## src/design/pidf_pkg.sv

```systemverilog
package pidf_pkg;

   localparam int DATA_W    = 32;
   localparam int WRAP_W    = 31;
   localparam int INT_W     = 48;
   localparam int ACC_W     = 61;
   localparam int CSR_IDX_W = 3;

   typedef enum logic [CSR_IDX_W-1:0] {
      CSR_GAIN_P   = 3'd0,
      CSR_GAIN_I   = 3'd1,
      CSR_GAIN_D   = 3'd2,
      CSR_GAIN_V   = 3'd3,
      CSR_GAIN_A   = 3'd4,
      CSR_WRAP     = 3'd5,
      CSR_OUT_MIN  = 3'd6,
      CSR_OUT_MAX  = 3'd7
   } csr_index_type;

   typedef enum logic [4:0] {
      OP_NONE,
      OP_LOAD,
      OP_ERR,
      OP_MOD_START,
      OP_WRAP,
      OP_SAT,
      OP_PRIME,
      OP_CLEAR,
      OP_INT_SUM,
      OP_INT_MUL,
      OP_INT_ACC,
      OP_MUL_LO,
      OP_MUL_HI,
      OP_MUL_ADD,
      OP_MUL_ACC,
      OP_DTERM,
      OP_FINISH
   } op_type;

   typedef enum logic [2:0] {
      TERM_P,
      TERM_I,
      TERM_V,
      TERM_A,
      TERM_D
   } term_type;

   typedef struct packed {
      op_type   op;
      term_type term;
   } cmd_type;

   typedef struct packed {
      logic is_clear;
      logic need_wrap;
      logic div_busy;
      logic primed;
   } status_type;

endpackage

```

## src/design/pidf_ctrl.sv

```systemverilog
module pidf_ctrl (
   input  logic                 clock,
   input  logic                 reset,
   input  logic                 in_valid,
   output logic                 in_ready,
   output logic                 out_valid,
   input  logic                 out_ready,
   input  pidf_pkg::status_type status,
   output pidf_pkg::cmd_type    cmd
);

   typedef enum logic [18:0] {
      S_IDLE    = 19'h00001,
      S_ERR     = 19'h00002,
      S_CHK     = 19'h00004,
      S_MOD     = 19'h00008,
      S_WRAP    = 19'h00010,
      S_SAT     = 19'h00020,
      S_PRIME   = 19'h00040,
      S_CLR     = 19'h00080,
      S_INT_SUM = 19'h00100,
      S_INT_MUL = 19'h00200,
      S_INT_ACC = 19'h00400,
      S_MUL_LO  = 19'h00800,
      S_MUL_HI  = 19'h01000,
      S_MUL_ADD = 19'h02000,
      S_MUL_ACC = 19'h04000,
      S_DWAIT   = 19'h08000,
      S_DTERM   = 19'h10000,
      S_FINISH  = 19'h20000,
      S_OUT     = 19'h40000
   } state_type;

   state_type          state_ff, state_in;
   pidf_pkg::term_type term_ff, term_in, term_next;

   always_comb begin
      unique case (term_ff)
         pidf_pkg::TERM_P: term_next = pidf_pkg::TERM_I;
         pidf_pkg::TERM_I: term_next = pidf_pkg::TERM_V;
         pidf_pkg::TERM_V: term_next = pidf_pkg::TERM_A;
         default:          term_next = pidf_pkg::TERM_D;
      endcase
   end

   always_comb begin
      state_in = state_ff;
      term_in  = term_ff;
      cmd.op   = pidf_pkg::OP_NONE;
      cmd.term = term_ff;
      unique case (state_ff)
         S_IDLE: begin
            if (in_valid) begin
               cmd.op   = pidf_pkg::OP_LOAD;
               state_in = S_ERR;
            end
         end
         S_ERR: begin
            cmd.op   = pidf_pkg::OP_ERR;
            state_in = status.is_clear ? S_CLR : S_CHK;
         end
         S_CHK: begin
            if (status.need_wrap) begin
               cmd.op   = pidf_pkg::OP_MOD_START;
               state_in = S_MOD;
            end else begin
               state_in = S_SAT;
            end
         end
         S_MOD: begin
            if (!status.div_busy) state_in = S_WRAP;
         end
         S_WRAP: begin
            cmd.op   = pidf_pkg::OP_WRAP;
            state_in = S_SAT;
         end
         S_SAT: begin
            cmd.op   = pidf_pkg::OP_SAT;
            state_in = status.primed ? S_INT_SUM : S_PRIME;
         end
         S_PRIME: begin
            cmd.op   = pidf_pkg::OP_PRIME;
            state_in = S_OUT;
         end
         S_CLR: begin
            cmd.op   = pidf_pkg::OP_CLEAR;
            state_in = S_OUT;
         end
         S_INT_SUM: begin
            cmd.op   = pidf_pkg::OP_INT_SUM;
            state_in = S_INT_MUL;
         end
         S_INT_MUL: begin
            cmd.op   = pidf_pkg::OP_INT_MUL;
            state_in = S_INT_ACC;
         end
         S_INT_ACC: begin
            cmd.op   = pidf_pkg::OP_INT_ACC;
            term_in  = pidf_pkg::TERM_P;
            state_in = S_MUL_LO;
         end
         S_MUL_LO: begin
            cmd.op   = pidf_pkg::OP_MUL_LO;
            state_in = S_MUL_HI;
         end
         S_MUL_HI: begin
            cmd.op   = pidf_pkg::OP_MUL_HI;
            state_in = S_MUL_ADD;
         end
         S_MUL_ADD: begin
            cmd.op   = pidf_pkg::OP_MUL_ADD;
            state_in = S_MUL_ACC;
         end
         S_MUL_ACC: begin
            cmd.op = pidf_pkg::OP_MUL_ACC;
            priority if (term_ff == pidf_pkg::TERM_D) begin
               state_in = S_FINISH;
            end else if (term_ff == pidf_pkg::TERM_A) begin
               state_in = S_DWAIT;
            end else begin
               term_in  = term_next;
               state_in = S_MUL_LO;
            end
         end
         S_DWAIT: begin
            if (!status.div_busy) state_in = S_DTERM;
         end
         S_DTERM: begin
            cmd.op   = pidf_pkg::OP_DTERM;
            term_in  = pidf_pkg::TERM_D;
            state_in = S_MUL_LO;
         end
         S_FINISH: begin
            cmd.op   = pidf_pkg::OP_FINISH;
            state_in = S_OUT;
         end
         S_OUT: begin
            if (out_ready) state_in = S_IDLE;
         end
         default: state_in = S_IDLE;
      endcase
   end

   always_ff @(posedge clock) begin
      if (reset) begin
         state_ff <= S_IDLE;
         term_ff  <= pidf_pkg::TERM_P;
      end else begin
         state_ff <= state_in;
         term_ff  <= term_in;
      end
   end

   assign in_ready  = (state_ff == S_IDLE);
   assign out_valid = (state_ff == S_OUT);

endmodule

```

## config.mk

```make
export PLATFORM = sky130hd
export DESIGN_NAME = pidf_ctrl
export DESIGN_NICKNAME = d
export VERILOG_FILES = /design/src/design/pidf_pkg.sv /design/src/design/pidf_ctrl.sv
export SDC_FILE = /design/constraint.sdc
export NUM_CORES = 1
export LEC_CHECK = 0
export ABC_AREA = 1
export ABC_CLOCK_PERIOD_IN_PS = 1900
export BUFFER_PORTS_ARGS = -buffer_cell sky130_fd_sc_hd__buf_2
export CAP_MARGIN = 20
export CORE_ASPECT_RATIO = 1.5
export CORE_UTILIZATION = 56
export DETAILED_ROUTE_END_ITERATION = 8
export PLACE_DENSITY = 0.77
export SYNTH_ARGS = -nofsm -noshare
export SYNTH_HDL_FRONTEND = slang
export SYNTH_SLANG_ARGS = --single-unit
export TNS_END_PERCENT = 1
```

## constraint.sdc

```tcl
create_clock -name clock -period 1.9 [get_ports clock]
set_input_delay 0.19 -clock clock [delete_from_list [all_inputs] [get_ports clock]]
set_output_delay 0.19 -clock clock [all_outputs]
set_load 0.05 [all_outputs]
```

## After elaboration in Yosys (flattened, before gate mapping)

Index checks and enable logic that the tools add are counted.

| storage, ports and cells | value |
|---|---|
| flip-flop bits (word level) | 22 |
| input port bits | 8 |
| output and inout bits | 10 |
| word-level logic and storage cells | 54 |

| cells by class | value |
|---|---|
| eq/ne operators | 29 |
| muxes and demuxes | 17 |
| reductions and logical operators | 6 |

Operator list:

| cell | number |
|---|---|
| one-hot mux 19 bit (16 select lines) | 1 |
| one-hot mux 5 bit (16 select lines) | 1 |
| two-way mux 19 bit | 4 |
| equality test 19 x 1 -> 1 bit (second input constant) | 1 |
| equality test 19 x 10 -> 1 bit (second input constant) | 1 |
| equality test 19 x 11 -> 1 bit (second input constant) | 1 |
| equality test 19 x 12 -> 1 bit (second input constant) | 1 |
| equality test 19 x 13 -> 1 bit (second input constant) | 1 |
| equality test 19 x 14 -> 1 bit (second input constant) | 1 |
| equality test 19 x 15 -> 1 bit (second input constant) | 1 |
| equality test 19 x 16 -> 1 bit (second input constant) | 1 |
| equality test 19 x 17 -> 1 bit (second input constant) | 1 |
| equality test 19 x 18 -> 1 bit (second input constant) | 1 |
| equality test 19 bit (second input constant) | 1 |
| equality test 19 x 2 -> 1 bit (second input constant) | 1 |
| equality test 19 x 3 -> 1 bit (second input constant) | 1 |
| equality test 19 x 4 -> 1 bit (second input constant) | 1 |
| equality test 19 x 5 -> 1 bit (second input constant) | 1 |
| equality test 19 x 6 -> 1 bit (second input constant) | 1 |
| equality test 19 x 7 -> 1 bit (second input constant) | 1 |
| equality test 19 x 8 -> 1 bit (second input constant) | 1 |
| equality test 19 x 9 -> 1 bit (second input constant) | 1 |
| two-way mux 18 bit | 1 |
| one-hot mux 3 bit (3 select lines) | 2 |
| 18 further kinds | 24 |

## Logic depth before layout (Yosys ltp)

Gate-level depths: netlist (run 1).

| logic depth | value |
|---|---|
| word-level depth | 5 |
| depth in mapped cells | 12 |
| mapped depth without buffers | 12 |

## Worst setup path before layout (run 1)

No wires, ideal clock.

| path | value |
|---|---|
| path type | reg-to-output |
| from | reg state_ff[6] |
| to | out out_valid |
| arrival time | 2273 ps |
| required time | 1710 ps |
| path slack | -563 ps |
| cell stages (with the launch flop) | 6 |
| path buffers | 0 |
| cell sequence | dfxtp_1 nor2_2 nand2_4 nor2_8 nand2_2 nor4_1 |

| between the ends | value |
|---|---|
| longest elaborated chain between the ends | 1 |

RTL lines:

| item | line | source |
|---|---|---|
| start: declaration | pidf_ctrl.sv:34 | `state_type state_ff, state_in;` |
| start signal: assignment | pidf_ctrl.sv:149 | `state_ff <= state_in;` |
| equality test 19 bit | pidf_ctrl.sv:155 | `assign out_valid = (state_ff == S_OUT);` |
| end: declaration | pidf_ctrl.sv:6 | `output logic out_valid,` |

No other way between the ends.

==> flow_metrics.env, run 1 <==
export IMPL_hold_worst_slack_ns=0.0322
export IMPL_ios=18
export IMPL_wl_mm=4.12
export IMPL_ys_seq_area_share_pct=30.2
export IMPL_fin_crit_ns=1.95
export IMPL_layout_commonest_cell="inv_1"
export IMPL_critPathLaunchType="flip-flop"
export IMPL_rows=22
export IMPL_syn_inst=206
export IMPL_cts_sinks=22
export IMPL_die_w_um=43.6
export IMPL_dp_hpwl_mm=2.78
export IMPL_grt_pass1_wl_mm=5.83
export IMPL_final_cell_mix="inv_1 (26), nor2_1 (25), nand2_1 (24)"
export IMPL_cp_endpoint="cmd[3]"
export IMPL_nFillCells=184
export IMPL_cap_viol_max_count=0
export IMPL_ant_nets=0
export IMPL_root_buffer="clkbuf_4"
export IMPL_hold_path_startpoint="status[3]"
export IMPL_yosysWarnings=0
export IMPL_path_class="reg -> out"
export IMPL_synth_seq_cells=22
export IMPL_fmax_mhz=513
export IMPL_worstHoldPathType="in -> reg"
export IMPL_diodes=0
export IMPL_grt_overflow=0
export IMPL_drtIter0Drc=48
export IMPL_period_share_pct=103
export IMPL_power_density_nw_per_um2=626
export IMPL_clk_pin_slew_worst_paths_ns=0.12
export IMPL_failed_checks="DRC, setup timing"
export IMPL_synth_distinct_cells=26
export IMPL_cts_max_level=1
export IMPL_grt_pass1_vias=1406
export IMPL_numPortBuffers=17
export IMPL_setup_slack_ns=-0.0505
export IMPL_dpl_cell_count=246
export IMPL_worstReg2RegStart="state_ff[6]"
export IMPL_drive_above_1_share_pct=51.0
export IMPL_core_sq_um=2450
export IMPL_grt_max_degree=13
export IMPL_nNetsFinal=254
export IMPL_cts_hold_buf=0
export IMPL_instances_no_fill=269
export IMPL_r2r_end="state_ff[13]"
export IMPL_startpoint="state_ff[6]"
export IMPL_post_dp_cell_area_sq_um=1570
export IMPL_vias_per_cell=5.45
export IMPL_antenna_found_initial=0
export IMPL_first_pass_iters=6
export IMPL_gp_congestion=0.907
export IMPL_hold_viol=0
export IMPL_fp_dieH_um=64.5
export IMPL_dp_slack_ns=0.110
export IMPL_synth_nets=214
export IMPL_gr_usage_all_layers_pct=28.1
export IMPL_critPathCaptureType="primary output"
export IMPL_worst_pin_slew_ns=0.350
export IMPL_status="finished, violations left"
export IMPL_fin_skew_ns=0.00375
export IMPL_final_area_sq_um=1960
export IMPL_reg2reg_depth=12
export IMPL_dieArea_sq_um=2810
export IMPL_crit_required_ns=1.71
export IMPL_synth_area_sq_um=1460
export IMPL_drc_errors=2
export IMPL_syn2layout_area_growth_pct=34.9
export IMPL_vdd_ir_drop_max_mv=0.571
export IMPL_final_max_slew_violation_count=0
export IMPL_cts_buffers=3
export IMPL_post_drt_wl_per_cell_um=15.3
export IMPL_r2r_setup_slack_ns=0.17
export IMPL_vias=1465
export IMPL_clkLatencyLatePin_ns=0.32
export IMPL_finalSetupViolations=5
export IMPL_avgSynthCellArea_sq_um=7.07
export IMPL_final_util_pct=80.2
export IMPL_clock_path_buffers=2
export IMPL_rsz0062_at_grt="yes"
export IMPL_power_leakage_nw=0.924
export IMPL_slew_headroom_pct=76.5
export IMPL_crit_arrival_ns=1.76
export IMPL_start_util_pct=59.4
export IMPL_cts_tree="done"
export IMPL_cp_max_fo=6
## Yosys cell counts, drive strengths merged
master,number,area [sq um]
nor2,55,332
nand2,43,206
inv,31,119
dfxtp,22,440
nand3,20,155
nor3,13,65.1
nand4,5,31.3
o21ai,5,28.8
a21oi,3,15.0
and3,2,12.5
nor3b,2,15.0
clkbuf,1,3.75
nand3b,1,7.51
nor4,1,6.26
o2111a,1,11.3
o21a,1,7.51
## metrics by stage
step	power [W]	TNS, ns
after global routing	0.00127	-0.591
after global placement	0.000862	0
after detailed placement	0.000874	0
after CTS	0.00118	-0.119
after floorplan	0.000799	-0.0971
final	0.00123	-0.178
## repair_timing
item / 4_1_cts / 5_1_grt
endpoints found under the hold margin: 0 / 0
gates resized for setup: 34 / 26
pin swaps: 15 / 22
setup buffers: 12 / 7
endpoints found under the setup margin: 5 / 7
## how the worst min path moves through the flow
| stage | slack [ns] | depth (start not counted) | end |
|---|---|---|---|
| floorplan | 0.27 | 1 | state_ff[7] |
| global placement | 0.37 | 2 | state_ff[2] |
| global route | 0.04 | 2 | state_ff[2] |
| CTS | 0.03 | 2 | state_ff[2] |
| detailed placement | 0.37 | 2 | state_ff[2] |
| finish | 0.03 | 2 | state_ff[2] |
## power by group
part           total [W]  internal, W  switching [W]
Combinational   0.000479     0.000163       0.000316
Clock           0.000260     0.000117       0.000142
Sequential      0.000491     0.000476      0.0000152
## kinds of logic (layout without fill, tap and decap cells)
| kind of cell | after synthesis | count (layout) | synth area share, % |
|---|---|---|---|
| and+or+nand+nor | 142 | 142 | 57.0 |
| buffers and inverters | 32 | 71 | 8.42 |
| AOI/OAI and AO/OA | 10 | 10 | 4.29 |
| DFF | 22 | 22 | 30.2 |
## critical path, cell delays in order (launching register included)
cell and delay [ns]:
dfxtp_1 0.37, nor2_4 0.13, nand2_4 0.11, nor2_8 0.21, nand2_4 0.07, nor2_4 0.11, inv_2 0.06, o2111a_1 0.14
nand3_2 0.09, buf_6 0.15
## layer usage
layer / GRT usage, % / wire length, um
met3: 2.79 / 157
met4: 15.6 / 163
met5: 0 / 0
met2: 51.5 / 2200
met1: 29.7 / 1590
## layout make-up
cell class                 count  area [sq um]  share of cell area (%)
tap                           24          30.0                    1.53
clock buffer                   4          36.3                    1.85
inverter                      31           119                    6.05
multi-input combinational    152          1020                    51.8
sequential                    22           464                    23.6
timing repair buffer          36           297                    15.1
## state kept, by name, indices dropped and copies added, names as in the netlist
signal,cells
state_ff,19
term_ff,3
No activity file was read; power rests on OpenSTA's default activity.
==> run 2, diff against run 1 <==
--- a/config.mk
+++ b/config.mk
@@ -10,9 +10,8 @@
 export BUFFER_PORTS_ARGS = -buffer_cell sky130_fd_sc_hd__buf_2
 export CAP_MARGIN = 20
 export CORE_ASPECT_RATIO = 1.5
-export CORE_UTILIZATION = 56
+export CORE_UTILIZATION = 35
 export DETAILED_ROUTE_END_ITERATION = 8
-export PLACE_DENSITY = 0.77
 export SYNTH_ARGS = -nofsm -noshare
 export SYNTH_HDL_FRONTEND = slang
 export SYNTH_SLANG_ARGS = --single-unit
==> flow_metrics.env, run 2 (synthesis gave the netlist of run 1 again) <==
export IMPL_largest_reg_flops=19
export IMPL_power_internal_w=0.000911
export IMPL_wl_mm=3.80
export IMPL_ios=18
export IMPL_clk_pin_slew_worst_paths_ns=0.09
export IMPL_crit_required_ns=1.71
export IMPL_grt_overflow=0
export IMPL_fin_skew_ns=0.00461
export IMPL_finalSetupViolations=0
export IMPL_worst_pin_slew_ns=0.337
export IMPL_drc_errors=0
export IMPL_status="finished clean"
export IMPL_period_share_pct=98.9
export IMPL_final_cell_mix="inv_1 (26), nor2_1 (25), nand2_1 (24)"
export IMPL_setup_slack_ns=0.0213
export IMPL_holdPathStages=2
export IMPL_first_pass_iters=4
export IMPL_power_leakage_nw=0.916
export IMPL_grt_pass1_wl_mm=5.68
export IMPL_reg2reg_depth=13
export IMPL_power_frac_seq_pct=34.9
export IMPL_fp_dieH_um=81.0
export IMPL_gp_congestion=0.822
export IMPL_critPathLaunchType="flip-flop"
export IMPL_worstHoldPathType="in -> reg"
export IMPL_regMostFlops="state_ff"
export IMPL_vias=1416
export IMPL_clkLatencyLatePin_ns=0.27
export IMPL_vias_per_cell=4.92
export IMPL_grt_pass1_vias=1291
export IMPL_power_density_nw_per_um2=717
export IMPL_final_max_slew_violation_count=0
export IMPL_die_w_um=54.7
export IMPL_post_drt_wl_per_cell_um=13.2
export IMPL_cts_sinks=22
export IMPL_hold_worst_slack_ns=0.0983
export IMPL_layout_commonest_cell="inv_1"
export IMPL_fin_crit_ns=1.88
export IMPL_post_dp_cell_area_sq_um=1600
export IMPL_ant_nets=0
export IMPL_cts_hold_buf=0
export IMPL_crit_arrival_ns=1.69
export IMPL_dp_hpwl_mm=2.72
export IMPL_antenna_found_initial=0
export IMPL_slew_headroom_pct=77.3
export IMPL_dp_slack_ns=0.0731
export IMPL_cp_max_fo=4
export IMPL_rsz0062_at_grt="yes"
export IMPL_diodes=0
export IMPL_dieArea_sq_um=4430
export IMPL_fmax_mhz=532
export IMPL_cap_viol_max_count=0
export IMPL_numPortBuffers=17
export IMPL_report_power_total_w=0.00140
export IMPL_clock_path_buffers=2
export IMPL_vdd_ir_drop_max_mv=0.540
export IMPL_critPathCaptureType="primary output"
export IMPL_switchingPower_w=0.000486
export IMPL_root_buffer="clkbuf_8"
export IMPL_syn2layout_area_growth_pct=33.8
export IMPL_cts_buffers=3
export IMPL_p_clk_share_pct=32.1
export IMPL_cts_max_level=1
export IMPL_drtIter0Drc=36
export IMPL_rows=28
export IMPL_cts_tree="done"
export IMPL_reg_top3="state_ff (19), term_ff (3)"
export IMPL_start_util_pct=36.8
export IMPL_final_area_sq_um=1950
export IMPL_gr_usage_all_layers_pct=18.1
export IMPL_p_comb_share_pct=33.0
export IMPL_swShare_pct=34.8
export IMPL_path_class="reg -> out"
export IMPL_hold_viol=0
export IMPL_drive_above_1_share_pct=49.4
export IMPL_nNetsFinal=252
export IMPL_core_sq_um=3960
export IMPL_grt_max_degree=14
[run 2: worst paths after layout]
path / start / end / slack (ns)
min reg2reg: term_ff[1] / term_ff[1] / 0.49
min: status[3] / state_ff[2] / 0.1
max: state_ff[10] / cmd[5] / 0.02
max reg2reg: state_ff[16] / state_ff[3] / 0.14
[run 2: metal layers]
| metal | vias to the layer above | share of wire [%] | track usage (%) | wire [um] |
|---|---|---|---|---|
| met1 | 641 | 40 | 20.8 | 1540 |
| li1 | 727 | - | - | - |
| met4 | 0 | 3.0 | 11.3 | 115 |
| met3 | 9 | 3.5 | 2.06 | 134 |
| met2 | 39 | 53 | 30.2 | 2010 |
| met5 | - | 0 | 0 | 0 |
[run 2: final cells by class]
class	count	area (sq um)
clock buffers	3	41.3
clock inverters	1	30.0
fillers	397	2010
inverters	31	119
multi-input cells	152	987
flip-flops and latches	22	462
well taps	45	56.3
repair buffers	34	254
[run 2: power groups by stage]
stage / registers (W) / logic, W / clock network, W
5_1_grt: 0.000489 / 0.000490 / 0.000483
3_5_place_dp: 0.000497 / 0.000375 / 0
4_1_cts: 0.000490 / 0.000422 / 0.000449
6_report: 0.000487 / 0.000460 / 0.000449
2_1_floorplan: 0.000495 / 0.000305 / 0
3_3_place_gp: 0.000497 / 0.000374 / 0
[run 2: worst max-delay path, stage by stage (launching register included)]
cell and delay (ns):
dfxtp_2 0.35, nor2_4 0.13, nand2_4 0.10, nor2_8 0.15, buf_4 0.14, nand3_1 0.11, nand2_1 0.11, nor2_2 0.06
nand3_1 0.09, buf_6 0.17
[run 2: repair_timing]
| item | CTS | global route |
|---|---|---|
| endpoints found under the hold margin | 0 | 0 |
| pin swaps | 13 | 18 |
| setup endpoints to repair | 4 | 7 |
| gates resized for setup | 20 | 33 |
| setup buffers | 9 | 8 |
[run 2: stage by stage]
step | setup TNS (ns) | cells | utilization, %
after floorplan | -0.0971 | 206 | -
after global placement | 0 | 267 | 40.4
after detailed placement | 0 | 267 | 40.4
after CTS | -0.0465 | 280 | 45.5
after global routing | -0.211 | 288 | 49.2
final | 0 | 288 | 49.2
